[config.mk]
export PLATFORM = sky130hd
export DESIGN_NAME = crc_bit_serial_generate_check
export DESIGN_NICKNAME = d
export VERILOG_FILES = /design/src/hw/rtl/crcbs_pkg.sv /design/src/hw/rtl/crcbs_front.sv /design/src/hw/rtl/crcbs_queue.sv /design/src/hw/rtl/crcbs_back.sv /design/src/hw/rtl/crc_bit_serial_generate_check.sv
export SDC_FILE = /design/constraint.sdc
export NUM_CORES = 1
export LEC_CHECK = 0
export BUFFER_PORTS_ARGS = -buffer_cell sky130_fd_sc_hd__buf_4
export CAP_MARGIN = 5
export CORE_MARGIN = 10
export CORE_UTILIZATION = 40
export DETAILED_ROUTE_END_ITERATION = 7
export PLACE_DENSITY_LB_ADDON = 0.2
export SYNTH_ARGS = -nofsm -noshare
export SYNTH_HDL_FRONTEND = slang
export SYNTH_SLANG_ARGS = --single-unit
[constraint.sdc]
create_clock -name i_clk -period 14.28 [get_ports i_clk]
set_input_delay 2.142 -clock i_clk [delete_from_list [all_inputs] [get_ports i_clk]]
set_output_delay 2.142 -clock i_clk [all_outputs]
set_load 0.01 [all_outputs]
[src/hw/rtl/crcbs_pkg.sv]
`default_nettype none
package crcbs_pkg;

    localparam int MAX_DEGREE = 32;
    localparam int WIN_W      = MAX_DEGREE;
    localparam int DEG_W      = 6;
    localparam int CFG_W      = 32;
    localparam int IDX_W      = 2;
    localparam int PTR_W      = $clog2(MAX_DEGREE);

    localparam logic [IDX_W-1:0] REG_POLY_LOW_TERMS = 2'd0;
    localparam logic [IDX_W-1:0] REG_POLY_DEGREE    = 2'd1;
    localparam logic [IDX_W-1:0] REG_CHECK_MODE     = 2'd2;

    localparam logic [1:0] KIND_QUOT = 2'd0;
    localparam logic [1:0] KIND_REM  = 2'd1;
    localparam logic [1:0] KIND_VERD = 2'd2;

    localparam logic [WIN_W-1:0] POLY_RESET = 32'd3;
    localparam logic [DEG_W-1:0] DEG_RESET  = 6'd4;

    typedef struct packed {
        logic             check;
        logic             bit_val;
        logic             last;
        logic [DEG_W-1:0] deg;
        logic [WIN_W-1:0] rem;
    } t_job;

endpackage
`default_nettype wire

[src/hw/rtl/crcbs_front.sv]
`default_nettype none
module crcbs_front
    import crcbs_pkg::*;
(
    input  wire logic             i_clk,
    input  wire logic             i_rst_n,
    input  wire logic             i_cfg_we,
    input  wire logic [IDX_W-1:0] i_cfg_index,
    input  wire logic [CFG_W-1:0] i_cfg_data,
    input  wire logic             i_in_valid,
    input  wire logic             i_data_bit,
    input  wire logic             i_last_bit,
    input  wire logic             i_full,
    output logic                  o_push,
    output t_job                  o_job
);

    logic [WIN_W-1:0] r_poly;
    logic [DEG_W-1:0] r_deg;
    logic             r_check;
    logic [WIN_W-1:0] r_win;
    logic [WIN_W-1:0] n_win;

    logic [DEG_W-1:0] eff_deg;
    logic [WIN_W-1:0] mask;
    logic [WIN_W-1:0] w;
    logic [WIN_W-1:0] poly;
    logic [WIN_W-1:0] upd;
    logic             top;
    logic             fb;
    logic             accept;

    always_comb begin
        if (r_deg == '0) begin
            eff_deg = DEG_W'(1);
        end else if (r_deg > DEG_W'(MAX_DEGREE)) begin
            eff_deg = DEG_W'(MAX_DEGREE);
        end else begin
            eff_deg = r_deg;
        end
        for (int k = 0; k < WIN_W; k++) begin
            mask[k] = (DEG_W'(k) < eff_deg);
        end
    end

    assign w      = r_win & mask;
    assign poly   = r_poly & mask;
    assign top    = w[PTR_W'(eff_deg - DEG_W'(1))];
    assign fb     = i_data_bit ^ top;
    assign accept = i_in_valid && !i_full;

    always_comb begin
        if (!r_check) begin
            upd = ((w << 1) & mask) ^ (fb ? poly : '0);
        end else begin
            upd = ((w << 1) | WIN_W'(i_data_bit)) & mask;
            upd = upd ^ (top ? poly : '0);
        end
        n_win = i_last_bit ? '0 : upd;
    end

    assign o_push        = accept && (!r_check || i_last_bit);
    assign o_job.check   = r_check;
    assign o_job.bit_val = r_check ? (upd != '0) : fb;
    assign o_job.last    = i_last_bit;
    assign o_job.deg     = eff_deg;
    assign o_job.rem     = upd;

    always_ff @(posedge i_clk) begin
        if (!i_rst_n) begin
            r_poly  <= POLY_RESET;
            r_deg   <= DEG_RESET;
            r_check <= 1'b0;
            r_win   <= '0;
        end else begin
            if (i_cfg_we) begin
                unique case (i_cfg_index)
                    REG_POLY_LOW_TERMS: r_poly  <= i_cfg_data;
                    REG_POLY_DEGREE:    r_deg   <= i_cfg_data[DEG_W-1:0];
                    REG_CHECK_MODE:     r_check <= i_cfg_data[0];
                    default: ;
                endcase
            end
            if (accept) begin
                r_win <= n_win;
            end
        end
    end

endmodule
`default_nettype wire

[src/hw/rtl/crcbs_queue.sv]
`default_nettype none
module crcbs_queue
    import crcbs_pkg::*;
(
    input  wire logic i_clk,
    input  wire logic i_rst_n,
    input  wire logic i_push,
    input  t_job      i_job,
    input  wire logic i_pop,
    output logic      o_valid,
    output logic      o_full,
    output t_job      o_job
);

    t_job       r_mem [2];
    logic       r_wptr;
    logic       r_rptr;
    logic [1:0] r_count;

    assign o_valid = (r_count != 2'd0);
    assign o_full  = (r_count == 2'd2);
    assign o_job   = r_mem[r_rptr];

    always_ff @(posedge i_clk) begin
        if (i_push) begin
            r_mem[r_wptr] <= i_job;
        end
    end

    always_ff @(posedge i_clk) begin
        if (!i_rst_n) begin
            r_wptr  <= 1'b0;
            r_rptr  <= 1'b0;
            r_count <= 2'd0;
        end else begin
            if (i_push) begin
                r_wptr <= ~r_wptr;
            end
            if (i_pop) begin
                r_rptr <= ~r_rptr;
            end
            case ({i_push, i_pop})
                2'b10:   r_count <= r_count + 2'd1;
                2'b01:   r_count <= r_count - 2'd1;
                default: r_count <= r_count;
            endcase
        end
    end

endmodule
`default_nettype wire

[src/hw/rtl/crcbs_back.sv]
`default_nettype none
module crcbs_back
    import crcbs_pkg::*;
(
    input  wire logic i_clk,
    input  wire logic i_rst_n,
    input  wire logic i_q_valid,
    input  t_job      i_q_job,
    output logic      o_pop,
    input  wire logic i_out_stall,
    output logic      o_out_valid,
    output logic      o_out_bit,
    output logic [1:0] o_result_kind,
    output logic      o_run_end
);

    logic             r_active;
    logic [DEG_W-1:0] r_cnt;
    logic [WIN_W-1:0] r_rem;
    logic             r_ovalid;
    logic             r_obit;
    logic [1:0]       r_okind;
    logic             r_oend;
    logic             take;
    logic [DEG_W-1:0] cnt_m1;

    assign take   = !r_ovalid || !i_out_stall;
    assign o_pop  = take && !r_active && i_q_valid;
    assign cnt_m1 = r_cnt - DEG_W'(1);

    always_ff @(posedge i_clk) begin
        if (!i_rst_n) begin
            r_active <= 1'b0;
            r_ovalid <= 1'b0;
        end else if (take) begin
            if (r_active) begin
                r_ovalid <= 1'b1;
                if (r_cnt == DEG_W'(1)) begin
                    r_active <= 1'b0;
                end
            end else if (i_q_valid) begin
                r_ovalid <= 1'b1;
                r_active <= !i_q_job.check && i_q_job.last;
            end else begin
                r_ovalid <= 1'b0;
            end
        end
    end

    always_ff @(posedge i_clk) begin
        if (take) begin
            if (r_active) begin
                r_obit  <= r_rem[cnt_m1[PTR_W-1:0]];
                r_okind <= KIND_REM;
                r_oend  <= (r_cnt == DEG_W'(1));
                r_cnt   <= cnt_m1;
            end else if (i_q_valid) begin
                r_obit <= i_q_job.bit_val;
                r_rem  <= i_q_job.rem;
                r_cnt  <= i_q_job.deg;
                if (i_q_job.check) begin
                    r_okind <= KIND_VERD;
                    r_oend  <= 1'b1;
                end else begin
                    r_okind <= KIND_QUOT;
                    r_oend  <= 1'b0;
                end
            end
        end
    end

    assign o_out_valid   = r_ovalid;
    assign o_out_bit     = r_obit;
    assign o_result_kind = r_okind;
    assign o_run_end     = r_oend;

endmodule
`default_nettype wire

[src/hw/rtl/crc_bit_serial_generate_check.sv]
`default_nettype none
// Bit-serial CRC generate/check. One input bit is accepted per cycle while
// o_in_stall is low. In generate mode each bit yields a quotient bit; the
// last bit of a message is followed by D remainder bits (MSB first, D =
// poly_degree clamped to 1..32). In check mode only the last bit yields a
// result, the error flag. Input stalls only when the two-entry queue between
// the division stage and the output sequencer is full, i.e. while remainder
// bits are streaming out or the output is stalled. Configure only while idle.
module crc_bit_serial_generate_check
    import crcbs_pkg::*;
(
    input  wire logic             i_clk,
    input  wire logic             i_rst_n,
    input  wire logic             i_cfg_we,
    input  wire logic [IDX_W-1:0] i_cfg_index,
    input  wire logic [CFG_W-1:0] i_cfg_data,
    input  wire logic             i_in_valid,
    output logic                  o_in_stall,
    input  wire logic             i_data_bit,
    input  wire logic             i_last_bit,
    output logic                  o_out_valid,
    input  wire logic             i_out_stall,
    output logic                  o_out_bit,
    output logic [1:0]            o_result_kind,
    output logic                  o_run_end
);

    logic w_push;
    logic w_pop;
    logic w_full;
    logic w_q_valid;
    t_job w_job_in;
    t_job w_job_out;

    assign o_in_stall = w_full;

    crcbs_front u_front (
        .i_clk       (i_clk),
        .i_rst_n     (i_rst_n),
        .i_cfg_we    (i_cfg_we),
        .i_cfg_index (i_cfg_index),
        .i_cfg_data  (i_cfg_data),
        .i_in_valid  (i_in_valid),
        .i_data_bit  (i_data_bit),
        .i_last_bit  (i_last_bit),
        .i_full      (w_full),
        .o_push      (w_push),
        .o_job       (w_job_in)
    );

    crcbs_queue u_queue (
        .i_clk   (i_clk),
        .i_rst_n (i_rst_n),
        .i_push  (w_push),
        .i_job   (w_job_in),
        .i_pop   (w_pop),
        .o_valid (w_q_valid),
        .o_full  (w_full),
        .o_job   (w_job_out)
    );

    crcbs_back u_back (
        .i_clk         (i_clk),
        .i_rst_n       (i_rst_n),
        .i_q_valid     (w_q_valid),
        .i_q_job       (w_job_out),
        .o_pop         (w_pop),
        .i_out_stall   (i_out_stall),
        .o_out_valid   (o_out_valid),
        .o_out_bit     (o_out_bit),
        .o_result_kind (o_result_kind),
        .o_run_end     (o_run_end)
    );

    a_no_push_full: assert property (@(posedge i_clk) disable iff (!i_rst_n)
        w_push |-> !w_full)
        else $error("push into full queue");

    a_quot_not_end: assert property (@(posedge i_clk) disable iff (!i_rst_n)
        (o_out_valid && o_result_kind == KIND_QUOT) |-> !o_run_end)
        else $error("quotient bit flagged as run end");

    a_verd_end: assert property (@(posedge i_clk) disable iff (!i_rst_n)
        (o_out_valid && o_result_kind == KIND_VERD) |-> o_run_end)
        else $error("verdict without run end");

endmodule
`default_nettype wire
## Yosys cells after proc, flatten, opt, wreduce, memory -nomap -nowiden

Memories as Yosys holds them, arrays and structs flattened. A register that Yosys moved wholly into a read port is not among the register bits.
Index checks and enable logic that the tools add are counted.
W data, S select, Z words.

- Register bits after elaboration: 119
- Bits in writable memories: 82
- Input port bits: 41
- Word-level logic and storage cells: 125
- Memories kept: 1

- Add/sub/neg operators: 4
- Order comparisons: 35
- Eq/ne operators: 6
- Multiplexer cells: 30
- Bitwise logic cells: 11
- Reductions and logical operators: 24

Memory list:

| name | words | bits a word | read ports | clocked after memory_dff | write ports | line | RTL |
|---|---|---|---|---|---|---|---|
| u_queue.r_mem | 2 | 41 | 1 | 1 | 1 | crcbs_queue.sv:15 | `t_job r_mem [2];` |

Operators by type and width:

| kind | count |
|---|---|
| $and A32 B32 Y32 | 4 |
| $mux W32 | 4 |
| $lt A5 B6 Y1 const A | 16 |
| $xor A32 B32 Y32 | 2 |
| $lt A4 B6 Y1 const A | 8 |
| $or A32 B1 Y32 | 1 |
| $reduce_bool A32 Y1 | 1 |
| $lt A3 B6 Y1 const A | 4 |
| $mux W6 | 4 |
| $mux W1 | 17 |
| $lt A1 B6 Y1 const A | 2 |
| $lt A2 B6 Y1 const A | 2 |
| $lt A5 B6 Y1 const B | 2 |
| $bmux W1 S5 | 2 |
| $reduce_and A2 Y1 | 4 |
| $eq A2 B2 Y1 const B | 3 |
| $eq A6 B1 Y1 const B | 1 |
| $gt A6 B6 Y1 const B | 1 |
| $logic_not A1 Y1 | 6 |
| $logic_not A6 Y1 | 1 |
| $reduce_bool A2 Y1 | 3 |
| $sub A6 B1 Y6 const B | 1 |
| $logic_and A1 B1 Y1 | 5 |
| $sub A5 B1 Y5 const B | 1 |
| other kinds (10) | 15 |

## Longest topological paths before layout

Gate-level depths: netlist of run 1.

- Depth in word-level cells: 13
- Gate-level depth with buffers: 20
- Gate-level depth less buffers: 15

## Cells and area by module

From an unflattened synthesis of run 1, not the netlist that was laid out.

- Cells, all modules: 874
- Area, all modules: 9,658.0 µm²

By module, submodules not included:

| module | times used | cells each | area each (µm²) | sequential area each (µm²) |
|---|---|---|---|---|
| crcbs_front | 1 | 609 | 4,575.6 | 1,421.4 |
| crcbs_queue | 1 | 150 | 3,166.8 | 2,562.5 |
| crcbs_back | 1 | 115 | 1,915.6 | 1,301.2 |

## Worst setup path before layout of run 1

Ideal clock, no wire load.

- Path kind: reg2reg
- Start: reg u_front.r_deg[2]
- End: mem u_queue.r_mem[0][39] in the netlist's numbering (data pin)
- Arrival time: 5.034 ns
- Required time: 14.012 ns
- Setup slack: 8.978 ns
- Stages on the path, launching flop included: 18
- Buffers on the path: 3
- Clock period less this slack: 5.302 ns
- Cell sequence: dfxtp_1 buf_6 or4_4 a21oi_4 inv_2 ha_1 buf_2 xnor2_1 o21ai_0 a311oi_1 a211oi_2 or4_1 buf_6 nand3_1 mux2_4 or4_1 or4b_1 o41a_1

RTL lines:

| item | line | RTL |
|---|---|---|
| start: declaration | crcbs_front.sv:19 | `logic [DEG_W-1:0] r_deg;` |
| start signal: assignment | crcbs_front.sv:79 | `REG_POLY_DEGREE: r_deg <= i_cfg_data[DEG_W-1:0];` |
| end: declaration | crcbs_queue.sv:15 |  |

==> results.json, run 1 <==
{
  "synthToLayoutAreaGrowth_pct": 14.6,
  "number_of_buffers_created_by_cts": 23,
  "postCtsHoldBufs": 0,
  "worst-slew-pin-transition_ns": 1.29,
  "yosys_warnings": 0,
  "status": "finished, final reports clean",
  "route.vias.total": 6733,
  "layout.nets": 944,
  "io_buffers": 46,
  "design_area_um2": 11100,
  "clkPwrFrac": 0.335,
  "drive_gt1_frac": 0.186,
  "critPathCaptureType": "flip-flop",
  "clock-root-buffer": "sky130_fd_sc_hd__clkbuf_16",
  "post_detailed_placement_half_perimeter_wirelength_um": 17400,
  "vias_per_cell": 5.46,
  "total_leakage_power_uw": 0.00393,
  "routedWlPerCell_um": 20.3,
  "synthTopCellsByArea": "sky130_fd_sc_hd__edfxtp_1 38%, sky130_fd_sc_hd__dfxtp_1 16%, sky130_fd_sc_hd__nand2_1 4.7%, sky130_fd_sc_hd__mux2_2 3.7%, sky130_fd_sc_hd__nor2b_1 3.0%",
  "maxCapViolations": 0,
  "setup.worst_path.start_class": "flip-flop",
  "die_h_um": 176,
  "worst_hold_path_type": "reg -> reg",
  "synth_cells": 874,
  "power.density_nw_per_um2": 162,
  "dieWidth_um": 176,
  "drt-initial-drc-count": 514,
  "yosys.cell_types.count": 76,
  "synth_enable_flop_cells": 124,
  "path_class": "reg -> reg",
  "internal_power_uw": 1290,
  "grt-ovfl-total": 0,
  "async_flop_share": 0,
  "clock_sinks": 202,
  "worst-path-max-fanout": 38,
  "floorplan.initialDensity": 0.410,
  "fin_setup_tns_ns": 0,
  "grt_pass1_wl_um": 39300,
  "ir_worst_vdd_v": 0.0000799,
  "final_critical_path_share_of_the_clock_period": 0.457,
  "rsz0062_at_grt": "no",
  "drc": 0,
  "clkLatencyLatePin_ns": 0.52,
  "comb_power_share": 0.221,
  "ctsLongestPathBuffers": 3,
  "finalHoldViolations": 0,
  "postSynthNetCount": 920,
  "cts_resized": 0,
  "power.net_switching_uw": 511,
  "setup_slack_ns": 7.76,
  "critical_path_arrival_ns": 6.78,
  "maxClockFrequency_mhz": 153,
  "fillCellCount": 2230,
  "dr.pass1.iters": 5,
  "post-synth-top-area-fraction": 0.385,
  "regArea_um2": 5290,
  "clk_transition_reported_paths_ns": 0.06,
  "global_route_usage_sum": 0.161,
  "tightest_slew_margin_relative_to_the_limit": 0.136,
  "fp.dieArea_um2": 30800,
  "floorplan.core_area_um2": 23600,
  "finalWorstPathRequiredPeriod_ns": 6.52,
  "cts_tree": "done",
  "maximum_number_of_pins_on_one_net_before_global_route_repair": 79,
  "floorplan.rows": 56,
  "synth.cell_area_um2": 9680,
  "insertedDiodeCount": 0,
  "postRouteWirelength_um": 25000,
  "required_ns": 14.54,
  "post_cts_setup_inserts": 0,
  "sw_frac_of_total": 0.284,
  "setup_viol": 0,
  "io-pin-count": 47,
  "grt_antenna_before_repair": 0,
  "yosys-top-cells-count": "124 x sky130_fd_sc_hd__edfxtp_1, 120 x sky130_fd_sc_hd__nand2_1, 78 x sky130_fd_sc_hd__dfxtp_1",
  "ys_seq_elements": 202,
  "place_area_um2": 10300,
  "final.setup_skew_ns": 0.00889,
  "most_numerous_cell_in_the_yosys_netlist": "sky130_fd_sc_hd__edfxtp_1",
  "yosys_most_used_dff": "sky130_fd_sc_hd__edfxtp_1",
  "utilization_after_layout": 0.470,
  "power.sequential.fraction": 0.444,
  "dpl_ws_ns": 7.87,
  "cts-htree-levels": 1,
  "final-max-slew-violation-count": 0,
  "multi_input_comb_area_um2": 4070,
  "final_antenna_net_count": 0,
  "gp_routability_congestion": 0.953,
  "post-synth-top-area-cell": "sky130_fd_sc_hd__edfxtp_1",
  "synth_seq_area_share": 0.546,
  "postSynthAreaPerCell_um2": 11.1,
  "first_global_vias": 6701,
  "p_total_uw": 1800
}
[worst max-delay path: stages (launching register included)]
cell                       delay (ns)
sky130_fd_sc_hd__dfxtp_1         0.29
sky130_fd_sc_hd__buf_4           0.23
sky130_fd_sc_hd__or4_4           0.57
sky130_fd_sc_hd__a21oi_4         0.42
sky130_fd_sc_hd__inv_2           0.17
sky130_fd_sc_hd__ha_1            0.43
sky130_fd_sc_hd__xor2_2          0.49
sky130_fd_sc_hd__mux4_1          0.63
sky130_fd_sc_hd__a211oi_2        0.38
sky130_fd_sc_hd__or4_1           0.50
sky130_fd_sc_hd__buf_4           0.35
sky130_fd_sc_hd__and4_1          0.25
sky130_fd_sc_hd__mux2i_1         0.14
sky130_fd_sc_hd__or4_1           0.52
sky130_fd_sc_hd__or4_1           0.40
sky130_fd_sc_hd__o41a_1          0.43
[worst paths after layout]
check | start | slack (ns) | to | depth (start not counted)
max | u_front.r_deg[2] | 7.76 | u_queue.r_mem[0][39] | 15
min reg2reg | u_front.r_poly[31] | 0.46 | u_front.r_poly[31] | 2
min | u_front.r_poly[31] | 0.46 | u_front.r_poly[31] | 2
max reg2reg | u_front.r_deg[2] | 7.76 | u_queue.r_mem[0][39] | 15
[placed cells by master (no fill, tap or decap), types with 8 or more instances in the layout]
| cell type | netlist | layout |
|---|---|---|
| sky130_fd_sc_hd__a21oi_1 | 24 | 24 |
| sky130_fd_sc_hd__nor2b_1 | 46 | 46 |
| sky130_fd_sc_hd__edfxtp_1 | 124 | 124 |
| sky130_fd_sc_hd__nand2b_1 | 11 | 11 |
| sky130_fd_sc_hd__clkbuf_16 | 0 | 23 |
| sky130_fd_sc_hd__mux2i_1 | 28 | 28 |
| sky130_fd_sc_hd__a31o_2 | 10 | 10 |
| sky130_fd_sc_hd__dfxtp_1 | 78 | 77 |
| sky130_fd_sc_hd__a22oi_1 | 24 | 24 |
| sky130_fd_sc_hd__inv_1 | 25 | 25 |
| sky130_fd_sc_hd__a21boi_0 | 36 | 36 |
| sky130_fd_sc_hd__nand4_1 | 13 | 13 |
| sky130_fd_sc_hd__xnor2_1 | 10 | 10 |
| sky130_fd_sc_hd__o21ai_0 | 23 | 23 |
| sky130_fd_sc_hd__buf_4 | 0 | 60 |
| sky130_fd_sc_hd__nand2_1 | 120 | 120 |
| sky130_fd_sc_hd__mux4_2 | 10 | 10 |
| sky130_fd_sc_hd__and2_1 | 15 | 15 |
| sky130_fd_sc_hd__nor2_1 | 32 | 28 |
| sky130_fd_sc_hd__mux2_2 | 32 | 32 |
| sky130_fd_sc_hd__nand3_1 | 11 | 11 |
| sky130_fd_sc_hd__a31oi_1 | 8 | 8 |
| sky130_fd_sc_hd__and4_1 | 8 | 8 |
| sky130_fd_sc_hd__nor3_1 | 10 | 10 |
| sky130_fd_sc_hd__a211oi_1 | 8 | 8 |
[power groups by stage]
stage,clock network (uW),registers [uW],logic (uW)
floorplan,0,793,286
CTS,614,800,406
global placement,0,809,400
finish,601,798,398
detailed placement,0,812,405
global route,638,809,438
[kinds of logic (layout without fill, tap and decap cells)]
family                     Yosys count  count (layout)  synth area share
and+or+nand+nor                    308             308             0.165
buffers and inverters               88             129            0.0368
DFF                                202             202             0.546
xor gates and xnor gates            17              17            0.0162
adders and majority gates            5               5           0.00646
AOI/OAI and AO/OA                  182             182             0.135
muxes                               72              72            0.0937
[sequential cells by signal, indices dropped and copies added, names as in the netlist, 2 cells and up, named ones only]
| register | flops |
|---|---|
| u_back.o_result_kind | 2 |
| u_back.r_cnt | 6 |
| u_back.r_rem | 32 |
| u_front.r_deg | 6 |
| u_front.r_poly | 32 |
| u_front.r_win | 32 |
| u_queue.r_count | 2 |
| u_queue.r_mem | 82 |
[layer usage]
| metal | vias to the layer above | wire length (um) | GRT usage |
|---|---|---|---|
| li1 | 3263 | - | - |
| met1 | 3282 | 11500 | 0.217 |
| met2 | 144 | 11700 | 0.261 |
| met3 | 44 | 1080 | 0.0244 |
| met4 | 0 | 728 | 0.0519 |
| met5 | - | 0 | 0 |
[per-stage QoR]
stage | hold WS, ns | cells
2_1_floorplan | 0.406 | 874
3_3_place_gp | 0.450 | 1192
3_5_place_dp | 0.458 | 1192
4_1_cts | 0.466 | 1234
5_1_grt | 0.502 | 1234
6_report | 0.465 | 1234
[area by class of cell]
type / instances / share of cell area
clock buffers: 30 / 0.0597
flip-flops and latches: 202 / 0.476
inverters: 27 / 0.00913
well taps: 319 / 0.0360
multi-input cells: 584 / 0.367
clock inverters: 12 / 0.0114
repair buffers: 60 / 0.0406
Power figures use the tool's default switching activity.
==> run 2: changes to the inputs <==
Clock period 14.28 ns to 5.6 ns, I/O delays scaled along.
==> run 2 against run 1 <==
Clock skew grew 0.0050 ns. Register-to-register slack got worse by 7.6 ns. Critical path depth decreased by 1. Clock power is 140% higher. Die area stayed put. Final area rose by 2.2%. Count of clock-buffer cells in the layout unchanged. Non-clock buffer count rose by 33. Flip-flop and latch count unchanged.
==> results.json, run 2 (synthesized netlist as in run 1, its figures left out) <==
{
  "status": "finished, final reports clean",
  "design_area_um2": 11300,
  "synthToLayoutAreaGrowth_pct": 17.1,
  "route.vias.total": 6895,
  "maxClockFrequency_mhz": 185,
  "layout.cells.most_common": "sky130_fd_sc_hd__edfxtp_1",
  "floorplan.core_area_um2": 23600,
  "cts_tree": "done",
  "power.density_nw_per_um2": 400,
  "layout.nets": 976,
  "first_global_vias": 6826,
  "regArea_um2": 5290,
  "worst-slew-pin-transition_ns": 1.06,
  "ctsLongestPathBuffers": 3,
  "utilization_after_layout": 0.480,
  "global_route_usage_sum": 0.167,
  "vias_per_cell": 5.44,
  "maximum_number_of_pins_on_one_net_before_global_route_repair": 79,
  "worst-path-max-fanout": 21,
  "final-max-slew-violation-count": 0,
  "postRouteWirelength_um": 26000,
  "fillCellCount": 2187,
  "multi_input_comb_area_um2": 4100,
  "final_antenna_net_count": 0,
  "io-pin-count": 47,
  "clkLatencyLatePin_ns": 0.51,
  "largest_register": "u_queue.r_mem",
  "cts-htree-levels": 1,
  "clk_transition_reported_paths_ns": 0.06,
  "rsz0062_at_grt": "no",
  "drive_gt1_frac": 0.217,
  "most-common-layout-cells": "124 x sky130_fd_sc_hd__edfxtp_1, 120 x sky130_fd_sc_hd__nand2_1, 93 x sky130_fd_sc_hd__buf_4",
  "maxCapViolations": 0,
  "power.net_switching_uw": 1280,
  "critical_path_arrival_ns": 5.66,
  "clkPwrFrac": 0.323,
  "grt_antenna_before_repair": 0,
  "setup.worst_path.start_class": "flip-flop",
  "internal_power_uw": 3260,
  "floorplan.initialDensity": 0.410,
  "finalHoldViolations": 0,
  "worst_case_hold_slack_ns": 0.470,
  "io_buffers": 46,
  "comb_power_share": 0.229,
  "drt-initial-drc-count": 694,
  "grt_pass1_wl_um": 40600,
  "rr_worst_depth": 14,
  "required_ns": 5.85,
  "hold_depth": 2,
  "fin_setup_tns_ns": 0,
  "post_detailed_placement_half_perimeter_wirelength_um": 18100,
  "crit_path_start": "u_front.r_deg[1]",
  "finalWorstPathRequiredPeriod_ns": 5.41,
  "fp.dieArea_um2": 30800,
  "clock-root-buffer": "sky130_fd_sc_hd__clkbuf_16",
  "clock_sinks": 202,
  "tightest_slew_margin_relative_to_the_limit": 0.295,
  "floorplan.rows": 56,
  "dr.pass1.iters": 5,
  "gp_routability_congestion": 0.954,
  "power.sequential.fraction": 0.449,
  "final.setup_skew_ns": 0.0139,
  "fin_cells": 1268,
  "drc": 0,
  "dieWidth_um": 176,
  "number_of_buffers_created_by_cts": 22,
  "largest_register_ff_count": 82,
  "setup_viol": 0,
  "place_area_um2": 10600,
  "critPathCaptureType": "flip-flop",
  "path_class": "reg -> reg",
  "ir_worst_vdd_v": 0.000210,
  "sw_frac_of_total": 0.282,
  "routedWlPerCell_um": 20.5,
  "worst_hold_path_type": "reg -> reg",
  "startpoint_of_the_worst_register_to_register_path": "u_front.r_deg[1]",
  "final_critical_path_share_of_the_clock_period": 0.966,
  "grt-ovfl-total": 0,
  "die_h_um": 176,
  "total_leakage_power_uw": 0.00408,
  "placedCellCount": 1225,
  "hp-start": "u_front.r_poly[13]"
}
-- run 2: cell count changes in the layout (fill, tap and decap cells not counted), moves of 3 or more --
| cell | previous run | this run |
|---|---|---|
| sky130_fd_sc_hd__clkinv_1 | 5 | 0 |
| sky130_fd_sc_hd__clkbuf_8 | 6 | 3 |
| sky130_fd_sc_hd__clkbuf_1 | 1 | 4 |
| sky130_fd_sc_hd__buf_4 | 60 | 93 |
| sky130_fd_sc_hd__diode_2 | 0 | 3 |
| sky130_fd_sc_hd__clkinv_2 | 2 | 5 |
-- run 2: final cells by class --
cell class / instances / share of cell area
antenna: 3 / 0.000662
timing repair buffer: 93 / 0.0616
clock inverter: 10 / 0.0102
inverter: 27 / 0.00894
multi-input combinational: 584 / 0.361
tap: 319 / 0.0352
clock buffer: 30 / 0.0557
sequential: 202 / 0.466
-- run 2: metal layers --
layer | up-vias | routed length, um | track usage
met2 | 178 | 12000 | 0.269
met5 | - | 0 | 0
met1 | 3351 | 12100 | 0.226
met4 | 0 | 753 | 0.0505
met3 | 47 | 1150 | 0.0251
li1 | 3319 | - | -
-- run 2: worst max-delay path: stages, from the launching register on --
cell                       delay [ns]
sky130_fd_sc_hd__dfxtp_1         0.30
sky130_fd_sc_hd__or4_4           0.56
sky130_fd_sc_hd__a21oi_4         0.24
sky130_fd_sc_hd__inv_2           0.13
sky130_fd_sc_hd__ha_2            0.27
sky130_fd_sc_hd__xor2_4          0.33
sky130_fd_sc_hd__mux4_1          0.66
sky130_fd_sc_hd__a211oi_4        0.34
sky130_fd_sc_hd__or4_1           0.23
sky130_fd_sc_hd__buf_4           0.26
sky130_fd_sc_hd__and4_1          0.25
sky130_fd_sc_hd__mux2i_1         0.10
sky130_fd_sc_hd__or4_1           0.51
sky130_fd_sc_hd__or4_1           0.49
sky130_fd_sc_hd__o41a_1          0.45
-- run 2: power by group through the flow --
stage               Sequential (uW)  Combinational (uW)  Clock [uW]
global placement               2060                1040           0
global route                   2070                1140        1550
finish                         2030                1040        1460
detailed placement             2070                1050           0
floorplan                      2020                 729           0
CTS                            2040                1050        1500
-- run 2: worst paths after layout --
kind | to | slack (ns)
min reg2reg | u_front.r_poly[13] | 0.47
min | u_front.r_poly[13] | 0.47
max reg2reg | u_queue.r_mem[1][39] | 0.19
max | u_queue.r_mem[1][39] | 0.19
-- run 2: metrics by stage --
step                setup WS, ns  total power, uW
floorplan                  0.298             2750
global placement           0.155             3100
detailed placement        0.0631             3120
CTS                       0.0303             4600
global route             0.00710             4760
finish                     0.192             4540
-- run 2: timing repair --
item,in CTS,in global routing
hold endpoints to repair,0,0
hold buffers,0,0
buffers inserted,0,0
endpoints found under the setup margin,0,2
resized for setup,0,4
